File: src/hdl/bpes_pkg.sv
`default_nettype none

package bpes_pkg;

    localparam int STATE_W       = 32;   // position / velocity word
    localparam int COEF_W        = 16;   // drag and time step registers
    localparam int GRAV_W        = 24;
    localparam int BOX_W         = 12;
    localparam int PIX_W         = 16;
    localparam int CFG_DATA_W    = 24;
    localparam int CFG_ADDR_W    = 3;
    localparam int REG_FRAC      = 16;   // fraction bits of the Q.16 registers
    localparam int FRAC_BITS_DEF = 16;

    // shared multiplier: signed accumulator operand times unsigned coefficient
    localparam int ACC_W  = 35;
    localparam int PROD_W = ACC_W + COEF_W;
    localparam int SH_W   = PROD_W - REG_FRAC;
    localparam int SUM_W  = SH_W + 1;

    localparam logic [COEF_W-1:0] DRAG_RST = 16'd6554;
    localparam logic [GRAV_W-1:0] GRAV_RST = 24'd642253;
    localparam logic [COEF_W-1:0] DT_RST   = 16'd2185;
    localparam logic [BOX_W-1:0]  BOX_RST  = 12'd105;

    typedef enum logic [CFG_ADDR_W-1:0] {
        CFG_DRAG   = 3'd0,
        CFG_GRAV   = 3'd1,
        CFG_DT     = 3'd2,
        CFG_WIDTH  = 3'd3,
        CFG_HEIGHT = 3'd4
    } cfg_idx_t;

    function automatic logic signed [STATE_W-1:0] sat_state(input logic signed [SUM_W-1:0] v);
        logic [SUM_W-STATE_W:0] top;
        top = v[SUM_W-1:STATE_W-1];
        if ((&top) || !(|top)) begin
            return v[STATE_W-1:0];
        end else if (v[SUM_W-1]) begin
            return {1'b1, {(STATE_W-1){1'b0}}};
        end else begin
            return {1'b0, {(STATE_W-1){1'b1}}};
        end
    endfunction

endpackage

`default_nettype wire

File: src/hdl/bpes_mul.sv
`default_nettype none

module bpes_mul
    import bpes_pkg::*;
(
    input  wire                       aclk,
    input  wire logic signed [ACC_W-1:0]  op_a,
    input  wire logic        [COEF_W-1:0] op_b,
    output logic signed [PROD_W-1:0]  prod
);

    logic signed [PROD_W-1:0] prod_reg;
    logic signed [PROD_W-1:0] prod_next;

    // |op_a| <= 2^34 and op_b < 2^16, so the product fits PROD_W signed bits
    assign prod_next = op_a * $signed({1'b0, op_b});

    always_ff @(posedge aclk) begin
        prod_reg <= prod_next;
    end

    assign prod = prod_reg;

endmodule

`default_nettype wire

File: src/hdl/bouncing_particle_euler_step_top.sv
`default_nettype none

// channel   direction  handshake           payload
// s_*       in         s_valid / s_ready   s_opcode, s_load_pos_x/y, s_load_vel_x/y
// m_*       out        m_valid / m_ready   m_pixel_x/y, m_bounced_x/y
// cfg_*     in         cfg_wr_en           cfg_addr, cfg_wr_data
//
// A load word goes from accept to the output step; a tick does two wall tests
// and two axis updates (drag, velocity, position), all on one shared 35x16
// multiplier with a registered product, plus accept and output steps.
// s_ready is high only while the sequencer is idle; a word can be accepted while
// the previous result still waits in the output register.
// aresetn is synchronous: state, particle and registers return to defaults.

module bouncing_particle_euler_step_top
    import bpes_pkg::*;
#(
    parameter int FRAC_BITS = FRAC_BITS_DEF
) (
    input  wire                          aclk,
    input  wire                          aresetn,

    input  wire                          cfg_wr_en,
    input  wire logic [CFG_ADDR_W-1:0]   cfg_addr,
    input  wire logic [CFG_DATA_W-1:0]   cfg_wr_data,

    input  wire                          s_valid,
    output logic                         s_ready,
    input  wire logic                    s_opcode,
    input  wire logic signed [STATE_W-1:0] s_load_pos_x,
    input  wire logic signed [STATE_W-1:0] s_load_pos_y,
    input  wire logic signed [STATE_W-1:0] s_load_vel_x,
    input  wire logic signed [STATE_W-1:0] s_load_vel_y,

    output logic                         m_valid,
    input  wire                          m_ready,
    output logic signed [PIX_W-1:0]      m_pixel_x,
    output logic signed [PIX_W-1:0]      m_pixel_y,
    output logic                         m_bounced_x,
    output logic                         m_bounced_y
);

    localparam int CMP_W = (FRAC_BITS + 14 > 36) ? FRAC_BITS + 14 : 36;
    localparam int GT_W  = FRAC_BITS + 8;

    typedef enum logic [3:0] {
        ST_IDLE,
        ST_WALL_MUL,
        ST_WALL_CHK,
        ST_DRAG_MUL,
        ST_DRAG_SUB,
        ST_ACC_MUL,
        ST_VEL_UPD,
        ST_POS_MUL,
        ST_POS_UPD,
        ST_OUT
    } st_t;

    st_t state_reg, state_next;
    logic axis_reg, axis_next;   // 0 = x, 1 = y

    logic [COEF_W-1:0] drag_reg, drag_next;
    logic [GRAV_W-1:0] grav_reg, grav_next;
    logic [COEF_W-1:0] dt_reg, dt_next;
    logic [BOX_W-1:0]  width_reg, width_next;
    logic [BOX_W-1:0]  height_reg, height_next;

    logic signed [STATE_W-1:0] pos_x_reg, pos_x_next;
    logic signed [STATE_W-1:0] pos_y_reg, pos_y_next;
    logic signed [STATE_W-1:0] vel_x_reg, vel_x_next;
    logic signed [STATE_W-1:0] vel_y_reg, vel_y_next;
    logic signed [ACC_W-1:0]   acc_reg, acc_next;
    logic bx_reg, bx_next;
    logic by_reg, by_next;

    logic m_valid_reg, m_valid_next;
    logic signed [PIX_W-1:0] m_pixel_x_reg, m_pixel_x_next;
    logic signed [PIX_W-1:0] m_pixel_y_reg, m_pixel_y_next;
    logic m_bounced_x_reg, m_bounced_x_next;
    logic m_bounced_y_reg, m_bounced_y_next;

    logic signed [ACC_W-1:0]  mul_a;
    logic        [COEF_W-1:0] mul_b;
    logic signed [PROD_W-1:0] prod;
    logic signed [SH_W-1:0]   prod_sh;

    logic signed [STATE_W-1:0] pos_cur, vel_cur, vel_neg;
    logic        [BOX_W-1:0]   size_cur;
    logic signed [BOX_W:0]     size_m1;
    logic signed [CMP_W-1:0]   pred, cmp_lo, cmp_hi;
    logic                      hit;
    logic [GRAV_W+FRAC_BITS-1:0] g_wide;
    logic signed [ACC_W-1:0]   gterm;
    logic signed [SUM_W-1:0]   vel_sum, pos_sum;

    function automatic logic signed [PIX_W-1:0] to_pixel(
        input logic signed [STATE_W-1:0] pos,
        input logic signed [STATE_W-1:0] vel
    );
        logic signed [STATE_W:0] bias;
        logic signed [STATE_W:0] s;
        logic signed [STATE_W:0] p;
        // ceil unless moving toward minus
        bias = vel[STATE_W-1] ? '0 : (({{STATE_W{1'b0}}, 1'b1} << FRAC_BITS) - 1'b1);
        s = {pos[STATE_W-1], pos} + bias;
        p = s >>> FRAC_BITS;
        if (p > $signed({{(STATE_W-PIX_W+2){1'b0}}, {(PIX_W-1){1'b1}}})) begin
            return {1'b0, {(PIX_W-1){1'b1}}};
        end else if (p < $signed({{(STATE_W-PIX_W+2){1'b1}}, {(PIX_W-1){1'b0}}})) begin
            return {1'b1, {(PIX_W-1){1'b0}}};
        end else begin
            return p[PIX_W-1:0];
        end
    endfunction

    bpes_mul u_mul (
        .aclk (aclk),
        .op_a (mul_a),
        .op_b (mul_b),
        .prod (prod)
    );

    // floor(prod / 2^16)
    assign prod_sh = prod[PROD_W-1:REG_FRAC];

    assign pos_cur  = axis_reg ? pos_y_reg : pos_x_reg;
    assign vel_cur  = axis_reg ? vel_y_reg : vel_x_reg;
    assign size_cur = axis_reg ? height_reg : width_reg;

    assign mul_a = (state_reg == ST_ACC_MUL) ? acc_reg
                 : {{(ACC_W-STATE_W){vel_cur[STATE_W-1]}}, vel_cur};
    assign mul_b = (state_reg == ST_DRAG_MUL) ? drag_reg : dt_reg;

    assign vel_neg = (vel_cur == {1'b1, {(STATE_W-1){1'b0}}})
                   ? {1'b0, {(STATE_W-1){1'b1}}} : -vel_cur;

    assign size_m1 = $signed({1'b0, size_cur} - {{BOX_W{1'b0}}, 1'b1});
    assign cmp_lo  = {{(CMP_W-1){1'b0}}, 1'b1} << FRAC_BITS;
    assign cmp_hi  = {{(CMP_W-BOX_W-1){size_m1[BOX_W]}}, size_m1} << FRAC_BITS;
    assign pred    = {{(CMP_W-STATE_W){pos_cur[STATE_W-1]}}, pos_cur}
                   + {{(CMP_W-SH_W){prod_sh[SH_W-1]}}, prod_sh};
    assign hit     = (pred <= cmp_lo) || (pred >= cmp_hi);

    // gravity brought from Q8.16 to FRAC_BITS fraction bits, floored
    assign g_wide = {grav_reg, {FRAC_BITS{1'b0}}};
    assign gterm  = {{(ACC_W-GT_W){1'b0}}, g_wide[GRAV_W+FRAC_BITS-1:REG_FRAC]};

    assign vel_sum = {{(SUM_W-STATE_W){vel_cur[STATE_W-1]}}, vel_cur}
                   + {prod_sh[SH_W-1], prod_sh};
    assign pos_sum = {{(SUM_W-STATE_W){pos_cur[STATE_W-1]}}, pos_cur}
                   + {prod_sh[SH_W-1], prod_sh};

    always_comb begin
        state_next  = state_reg;
        axis_next   = axis_reg;
        drag_next   = drag_reg;
        grav_next   = grav_reg;
        dt_next     = dt_reg;
        width_next  = width_reg;
        height_next = height_reg;
        pos_x_next  = pos_x_reg;
        pos_y_next  = pos_y_reg;
        vel_x_next  = vel_x_reg;
        vel_y_next  = vel_y_reg;
        acc_next    = acc_reg;
        bx_next     = bx_reg;
        by_next     = by_reg;
        m_valid_next     = m_valid_reg && !m_ready;
        m_pixel_x_next   = m_pixel_x_reg;
        m_pixel_y_next   = m_pixel_y_reg;
        m_bounced_x_next = m_bounced_x_reg;
        m_bounced_y_next = m_bounced_y_reg;

        if (cfg_wr_en) begin
            case (cfg_idx_t'(cfg_addr))
                CFG_DRAG:   drag_next   = cfg_wr_data[COEF_W-1:0];
                CFG_GRAV:   grav_next   = cfg_wr_data[GRAV_W-1:0];
                CFG_DT:     dt_next     = cfg_wr_data[COEF_W-1:0];
                CFG_WIDTH:  width_next  = cfg_wr_data[BOX_W-1:0];
                CFG_HEIGHT: height_next = cfg_wr_data[BOX_W-1:0];
                default: ;
            endcase
        end

        case (state_reg)
            ST_IDLE: begin
                if (s_valid) begin
                    bx_next   = 1'b0;
                    by_next   = 1'b0;
                    axis_next = 1'b0;
                    if (s_opcode) begin
                        pos_x_next = s_load_pos_x;
                        pos_y_next = s_load_pos_y;
                        vel_x_next = s_load_vel_x;
                        vel_y_next = s_load_vel_y;
                        state_next = ST_OUT;
                    end else begin
                        state_next = ST_WALL_MUL;
                    end
                end
            end
            ST_WALL_MUL: state_next = ST_WALL_CHK;
            ST_WALL_CHK: begin
                if (hit) begin
                    if (axis_reg) begin
                        vel_y_next = vel_neg;
                        by_next    = 1'b1;
                    end else begin
                        vel_x_next = vel_neg;
                        bx_next    = 1'b1;
                    end
                end
                if (axis_reg) begin
                    axis_next  = 1'b0;
                    state_next = ST_DRAG_MUL;
                end else begin
                    axis_next  = 1'b1;
                    state_next = ST_WALL_MUL;
                end
            end
            ST_DRAG_MUL: state_next = ST_DRAG_SUB;
            ST_DRAG_SUB: begin
                acc_next   = (axis_reg ? gterm : '0) - prod_sh;
                state_next = ST_ACC_MUL;
            end
            ST_ACC_MUL: state_next = ST_VEL_UPD;
            ST_VEL_UPD: begin
                if (axis_reg) begin
                    vel_y_next = sat_state(vel_sum);
                end else begin
                    vel_x_next = sat_state(vel_sum);
                end
                state_next = ST_POS_MUL;
            end
            ST_POS_MUL: state_next = ST_POS_UPD;
            ST_POS_UPD: begin
                if (axis_reg) begin
                    pos_y_next = sat_state(pos_sum);
                    axis_next  = 1'b0;
                    state_next = ST_OUT;
                end else begin
                    pos_x_next = sat_state(pos_sum);
                    axis_next  = 1'b1;
                    state_next = ST_DRAG_MUL;
                end
            end
            ST_OUT: begin
                if (!m_valid_reg || m_ready) begin
                    m_valid_next     = 1'b1;
                    m_pixel_x_next   = to_pixel(pos_x_reg, vel_x_reg);
                    m_pixel_y_next   = to_pixel(pos_y_reg, vel_y_reg);
                    m_bounced_x_next = bx_reg;
                    m_bounced_y_next = by_reg;
                    state_next       = ST_IDLE;
                end
            end
            default: state_next = ST_IDLE;
        endcase
    end

    always_ff @(posedge aclk) begin
        if (!aresetn) begin
            state_reg   <= ST_IDLE;
            axis_reg    <= 1'b0;
            drag_reg    <= DRAG_RST;
            grav_reg    <= GRAV_RST;
            dt_reg      <= DT_RST;
            width_reg   <= BOX_RST;
            height_reg  <= BOX_RST;
            pos_x_reg   <= '0;
            pos_y_reg   <= '0;
            vel_x_reg   <= '0;
            vel_y_reg   <= '0;
            bx_reg      <= 1'b0;
            by_reg      <= 1'b0;
            m_valid_reg <= 1'b0;
        end else begin
            state_reg   <= state_next;
            axis_reg    <= axis_next;
            drag_reg    <= drag_next;
            grav_reg    <= grav_next;
            dt_reg      <= dt_next;
            width_reg   <= width_next;
            height_reg  <= height_next;
            pos_x_reg   <= pos_x_next;
            pos_y_reg   <= pos_y_next;
            vel_x_reg   <= vel_x_next;
            vel_y_reg   <= vel_y_next;
            bx_reg      <= bx_next;
            by_reg      <= by_next;
            m_valid_reg <= m_valid_next;
        end
        acc_reg         <= acc_next;
        m_pixel_x_reg   <= m_pixel_x_next;
        m_pixel_y_reg   <= m_pixel_y_next;
        m_bounced_x_reg <= m_bounced_x_next;
        m_bounced_y_reg <= m_bounced_y_next;
    end

    assign s_ready     = (state_reg == ST_IDLE);
    assign m_valid     = m_valid_reg;
    assign m_pixel_x   = m_pixel_x_reg;
    assign m_pixel_y   = m_pixel_y_reg;
    assign m_bounced_x = m_bounced_x_reg;
    assign m_bounced_y = m_bounced_y_reg;

    // load word lands in the particle state on the accept edge
    a_load_state: assert property (@(posedge aclk) disable iff (!aresetn)
        (s_valid && s_ready && s_opcode) |=>
            (pos_x_reg == $past(s_load_pos_x) && vel_y_reg == $past(s_load_vel_y)))
        else $error("load word not captured");

    // particle state only moves under the sequencer
    a_idle_hold: assert property (@(posedge aclk) disable iff (!aresetn)
        (state_reg == ST_IDLE && !(s_valid && s_ready)) |=>
            ($stable(pos_x_reg) && $stable(pos_y_reg)
             && $stable(vel_x_reg) && $stable(vel_y_reg)))
        else $error("particle state changed while idle");

    a_out_src: assert property (@(posedge aclk) disable iff (!aresetn)
        $rose(m_valid) |-> $past(state_reg == ST_OUT))
        else $error("result raised outside output step");

    // a load goes straight from idle to output and never bounces
    a_load_flags: assert property (@(posedge aclk) disable iff (!aresetn)
        (state_reg == ST_OUT && $past(state_reg == ST_IDLE)) |-> (!bx_reg && !by_reg))
        else $error("bounce flag set on load");

endmodule

`default_nettype wire
File: config.mk
export PLATFORM = sky130hd
export DESIGN_NAME = bouncing_particle_euler_step_top
export DESIGN_NICKNAME = d
export VERILOG_FILES = /design/src/hdl/bpes_pkg.sv /design/src/hdl/bpes_mul.sv /design/src/hdl/bouncing_particle_euler_step_top.sv
export SDC_FILE = /design/constraint.sdc
export NUM_CORES = 2
export LEC_CHECK = 0
export BUFFER_PORTS_ARGS = -buffer_cell sky130_fd_sc_hd__buf_2
export CORE_MARGIN = 2
export CORE_UTILIZATION = 58
export CTS_CLUSTER_DIAMETER = 80
export DETAILED_ROUTE_END_ITERATION = 7
export PLACE_DENSITY_LB_ADDON = 0.12
export SYNTH_ARGS = -nofsm -noshare
export SYNTH_HDL_FRONTEND = slang
export SYNTH_SLANG_ARGS = --single-unit
File: constraint.sdc
create_clock -name aclk -period 9 [get_ports aclk]
set_input_delay 0 -clock aclk [delete_from_list [all_inputs] [get_ports aclk]]
set_output_delay 0 -clock aclk [all_outputs]
set_load 0.01 [all_outputs]
# After elaboration in Yosys (flattened, before gate mapping)
# Index checks and enable logic that the tools add are counted.
[totals] out_inout_bits=36 regBits=336
[classes] muxes=52 n_addsub=7 order_cmp=6 n_eq_ne=24 n_mul=1 n_reduce_logical=34
[op_table] cell="$mux W32" count=23
[op_table] cell="$pmux W32 S3" count=2
[op_table] cell="$pmux W32 S2" count=2
[op_table] cell="$mux W16" count=5
[op_table] cell="$add A32 B35 Y36" count=2
[op_table] cell="$add A32 B17 Y33" count=2
[op_table] cell="$mul A35 B17 Y51" count=1
[op_table] cell="$pmux W4 S10" count=1
[op_table] cell="$ge A36 B29 Y1" count=1
[op_table] cell="$le A36 B18 Y1 const B" count=1
[op_table] cell="$mux W35" count=1
[op_table] cell="$sub A24 B35 Y35" count=1
[op_table] cell="$gt A17 B16 Y1 const B" count=2
[op_table] cell="$lt A17 B16 Y1 const B" count=2
[op_table] cell="$eq A32 B32 Y1 const B" count=1
[op_table] cell="$neg A32 Y32" count=1
[op_table] cell="$mux W24" count=1
[op_table] cell="$ne A2 B2 Y1 const B" count=9
[op_table] cell="$eq A4 B3 Y1 const B" count=4
[op_table] cell="$mux W4" count=4
[op_table] cell="$reduce_and A2 Y1" count=8
[op_table] cell="$reduce_and A4 Y1" count=4
[op_table] cell="$sub A12 B1 Y13 const B" count=1
[op_table] cell="$mux W12" count=1
[op_table] cell="other kinds (21)" count=44

# Logic depth before layout (Yosys ltp)
[logic_depth] word_depth=8 ltp_mapped=34

# Modules after synthesis
# Synthesis repeated with hierarchy kept, for this count alone.
[hier_totals] cells_unflattened=5072 area_unflattened_um2=42339.4
[by_module_without_submodules] module="bouncing_particle_euler_step_top" seq_area_each_um2=6396.1 cells_per_inst=2759 area_per_inst_um2=21778.4 instances=1
[by_module_without_submodules] module="bpes_mul" seq_area_each_um2=1021.0 cells_per_inst=2313 area_per_inst_um2=20561.0 instances=1

# Worst setup path before layout
# No wires, ideal clock.
[synth_path] kind="reg-to-reg" from="register axis_reg" to="register u_mul.prod_reg[50] (netlist: u_mul.prod[50])" synth_period_minus_slack_ns=8.450 arrival_time_ns=8.329 required_time_ns=8.879 path_stages_with_launch=34 n_path_buf=6 setup_time_ns=0.121 slack_ns=0.550 path_cell_list="dfxtp_1 buf_2 buf_2 buf_1 buf_1 buf_1 mux2i_1 nand2_1 o21a_1 clkbuf_1 nand2_1 fa_1 inv_1 fa_1 inv_1 fa_1 inv_1 fa_1 fa_1 inv_1 fa_1 inv_1 ha_1 a21o_1 a21oi_1 a21bo_2 nor2b_1 a211o_1 a21o_1 a41oi_1 o311ai_0 a31oi_1 o21bai_1 xnor2_1"
[synth_between] elab_chain_cells=3
[synth_lines] element="start: declaration" line="bouncing_particle_euler_step_top.sv:60" text="logic axis_reg, axis_next;"
[synth_lines] element="start signal: assignment" line="bouncing_particle_euler_step_top.sv:279" text="axis_reg <= axis_next;"
[synth_lines] element="$mux W32" line="bouncing_particle_euler_step_top.sv:127" text="assign vel_cur = axis_reg ? vel_y_reg : vel_x_reg;"
[synth_lines] element="$mux W35" line="bouncing_particle_euler_step_top.sv:130" text="assign mul_a = (state_reg == ST_ACC_MUL) ? acc_reg"
[synth_lines] element="$mul A35 B17 Y51" line="bpes_mul.sv:16" text="assign prod_next = op_a * $signed({1'b0, op_b});"
[synth_lines] element="net u_mul.prod_next[50]" line="bpes_mul.sv:13" text="logic signed [PROD_W-1:0] prod_next;"
[synth_lines] element="end signal: assignment" line="bpes_mul.sv:19" text="prod_reg <= prod_next;"
[synth_lines] element="end: declaration" line="bpes_mul.sv:12" text="logic signed [PROD_W-1:0] prod_reg;"
# The timed path passes the listed nets, and every way through them passes these cells.
# A chain may end at the register's enable or synchronous reset.

# Worst setup path after layout
[layout_path] from="register state_reg[0]" to="register u_mul.prod_reg[50] (netlist: u_mul.prod[50])"
[layout_between] elab_chain_cells=3 elab_cells_between_ends=5
[layout_lines] element="start: declaration" line="bouncing_particle_euler_step_top.sv:59" text="st_t state_reg, state_next;"
[layout_lines] element="start signal: assignment" line="bouncing_particle_euler_step_top.sv:278" text="state_reg <= state_next;"
[layout_lines] element="$eq A4 B3 Y1 or $eq A4 B2 Y1 (tied branches)" line="bouncing_particle_euler_step_top.sv:130, bouncing_particle_euler_step_top.sv:132"
[layout_lines] element="$mux W35 or $mux W16 (tied branches)" line="bouncing_particle_euler_step_top.sv:130, bouncing_particle_euler_step_top.sv:132"
[layout_lines] element="$mul A35 B17 Y51 *" line="bpes_mul.sv:16"
[layout_lines] element="net u_mul.prod_next[50]" line="bpes_mul.sv:13"
# Mark *: on every way through the listed nets, which the timed path passes. The rest lies on a longest branch.

==> summary.txt <==
Run status
  • Status: complete, but fails checks
  • Failing checks: negative hold slack

Power
  • Static Leakage: 0.02122 µW
  • Max VDD drop: 133.9 µV
  • Final Power: 9519 µW
  • Power per standard cell area: 213.2 nW/µm²

Floorplanning
  • Die W: 265.8 µm
  • DIE HEIGHT: roughly 270 µm
  • Initial Utilization: 0.5889
  • Core footprint: 67510 µm²
  • Row Count: 95
  • Ports: 197
  • Die area: 70660 µm²

Detailed routing
  • Total length of routed wires: 128200 µm
  • Post-route ant nets: 0
  • # DRC: 0
  • DR iter-0 viols: 3115
  • First-pass DRT Iterations: 6
  • DR WL/cell: between 20 and 25 µm
  • Vias per cell: 5.947
  • Vias: roughly 35000

Worst setup path
  • Worst setup SP type: flip-flop
  • Worst R2R Setup Slack: 0.51 ns
  • Worst EP arrival: 8.91 ns
  • CP required: approximately 9.4 ns
  • Worst-case reg-to-reg path depth: 26
  • Crit path kind: reg -> reg
  • Crit-path max FO: 66
  • CP endpoint kind: flip-flop

Logic synthesis
  • Post-synth ARST share: 0
  • Primary FF master, synth: dfxtp_1
  • Unique cell type count in the Yosys netlist: 86
  • Avg Cell Area, Syn: 8.323 µm²
  • Mapped Cells: 4777
  • Register area share after synthesis: 0.1785
  • Yosys warning total: 0
  • Mapped Area: between 30000 and 40000 µm²
  • Yosys reg bits: 320
  • Post-Syn Nets: between 5000 and 6000
  • Post-synth EDFFs: 69

Timing
  • Worst clock skew: 0.04003 ns
  • Worst rel slew slack: 0.1616
  • FMAX: 117.8 MHz
  • RSZ-0062 raised after global routing: false
  • Hold slack: -0.005211 ns
  • Setup Viol. Count Final: 0
  • Hold Vio Cnt, Final: 1
  • Fin. max-slew vios: 0
  • Final worst path period share: 0.9429
  • Tmin final: 8.486 ns
  • Setup TNS: 0 ns
  • Slew @ Worst Pin: about 1.3 ns

Global routing
  • Grt ovf: 0
  • Vias in the first global route: ~36000
  • Initial antenna violation count: 0
  • Global-route wire length before repair: 200700 µm
  • Pin count of the biggest net entering global routing: 77
  • GRT Util Overall: 0.3668

Hold path
  • Hold Path Stages: 3
  • HP Class: in -> reg

Clocking
  • CTS Sinks: 320
  • Clk Latency, worst-skew pair: 0.55 ns
  • Clock Tree Buf Depth: 3
  • Clock slew at reported path FFs: 0.06 ns
  • Num CTS Buffers: 34
  • CTS tree: yes
  • CTS H-Tree Depth: 2
  • Root buffer cell: clkbuf_16

Run
  • Max-cap violations: 0

Finish
  • Share of layout cells above drive strength 1: 0.09272
  • Area grow syn2layout: 12.31%
  • # nets final: 5996

Placed design
  • Routability congestion estimate: 0.9635
  • Input/output buffers: 196
  • Post-DP HPWL: 98500 µm
worst paths after layout:
check,endpoint,startpoint
worst min-delay path,vel_x_reg[10],s_load_vel_x[10]
worst max register to register,u_mul.prod[50],state_reg[0]
worst max-delay path,u_mul.prod[50],state_reg[0]
worst min register to register,m_bounced_y,by_reg
cells in the final DEF (no fill, tap or decap), types with 80 or more instances in the layout:
master / netlist / routed
nand2_1: 807 / 807
inv_1: 707 / 706
fa_1: 527 / 527
nor2_1: 323 / 320
a21oi_1: 275 / 273
ha_1: 264 / 264
dfxtp_1: 251 / 250
buf_2: 19 / 196
o21ai_0: 190 / 189
dlygate4sd3_1: 0 / 152
buf_4: 0 / 119
xnor2_1: 117 / 117
a31oi_1: 80 / 80
per-stage QoR:
stage / cells / hold WS (ns) / setup slack (ns) / area [µm²] / util
after floorplan: 4777 / 0.1240 / 0.5504 / 39760 / -
after global placement: 5729 / 0.2142 / 0.5223 / 41980 / 0.6218
after detailed placement: 5729 / 0.2241 / 0.3650 / 41980 / 0.6218
after CTS: 5942 / 0.002137 / 0.3496 / 44630 / 0.6611
after global routing: 5942 / 0.01869 / 0.05973 / 44650 / 0.6613
final: 5945 / -0.005211 / 0.5139 / 44650 / 0.6614
Yosys cell counts, types with 69 or more instances:
cell type,instances,share of area
ha_1,264,0.083
nand3_1,69,0.0087
o21a_1,69,0.013
xnor2_1,117,0.026
o21ai_0,190,0.024
dfxtp_1,251,0.13
clkbuf_1,207,0.020
a21oi_1,275,0.035
a31oi_1,80,0.013
fa_1,527,0.27
nand2_1,807,0.076
nor2_1,323,0.030
edfxtp_1,69,0.052
inv_1,707,0.067
metal layers:
layer,GRT usage,vias up,share of wire
li1,-,16180,-
met1,0.4936,17180,0.41
met2,0.5846,1710,0.45
met3,0.06848,295,0.096
met4,0.1514,0,0.046
met5,0,-,0
worst max-delay path, cell delays in order (launching register included):
cell      delay (ns)
dfxtp_1         0.53
nand2b_1        0.18
or3_2           0.57
buf_12          0.23
buf_4           0.26
nand2_1         0.22
o21a_1          0.47
nand2_1         0.16
fa_1            0.54
fa_1            0.54
fa_1            0.52
inv_1           0.06
fa_1            0.44
fa_1            0.52
inv_1           0.05
fa_1            0.47
inv_1           0.04
ha_1            0.44
nand4_1         0.16
nor2_1          0.21
nand3_1         0.11
nor3_1          0.41
a41oi_2         0.31
o311ai_1        0.42
a31oi_1         0.18
o21bai_1        0.18
xnor2_1         0.08
where the power goes:
group	switching [µW]	internal (µW)	total, µW	leakage (µW)
Sequential	299	1710	2010	0.00268
Combinational	3680	2360	6040	0.0180
Clock	614	857	1470	0.000550
Total	4590	4920	9520	0.0212
kinds of logic (layout without fill, tap and decap cells):
logic type / count (synthesis) / after routing / share of synthesized area
compound gates: 942 / 942 / 0.1532
simple gates: 1493 / 1493 / 0.1618
other cells: 0 / 3 / 0
buf+inv: 949 / 1241 / 0.09132
flops: 320 / 320 / 0.1785
fa+ha+maj: 791 / 791 / 0.3484
xor+xnor: 179 / 179 / 0.03943
mux: 103 / 103 / 0.02735
final cells by class:
cell class | instances | area (µm²)
Fill cell | 5789 | 22860
Inverter | 708 | 2660
Multi-Input combinational cell | 3508 | 29160
Clock inverter | 10 | 135.1
Sequential cell | 320 | 7101
Clock buffer | 51 | 997.2
Timing Repair Buffer | 472 | 3496
Tap cell | 873 | 1092
Antenna cell | 3 | 7.507
timing repair:
item / in CTS / in global routing
resized for setup: 0 / 6
hold endpoints to repair: 211 / 0
hold buffers: 152 / 0
endpoints found under the setup margin: 0 / 4
buffers inserted: 0 / 0
No activity file was read; power rests on OpenSTA's default activity.
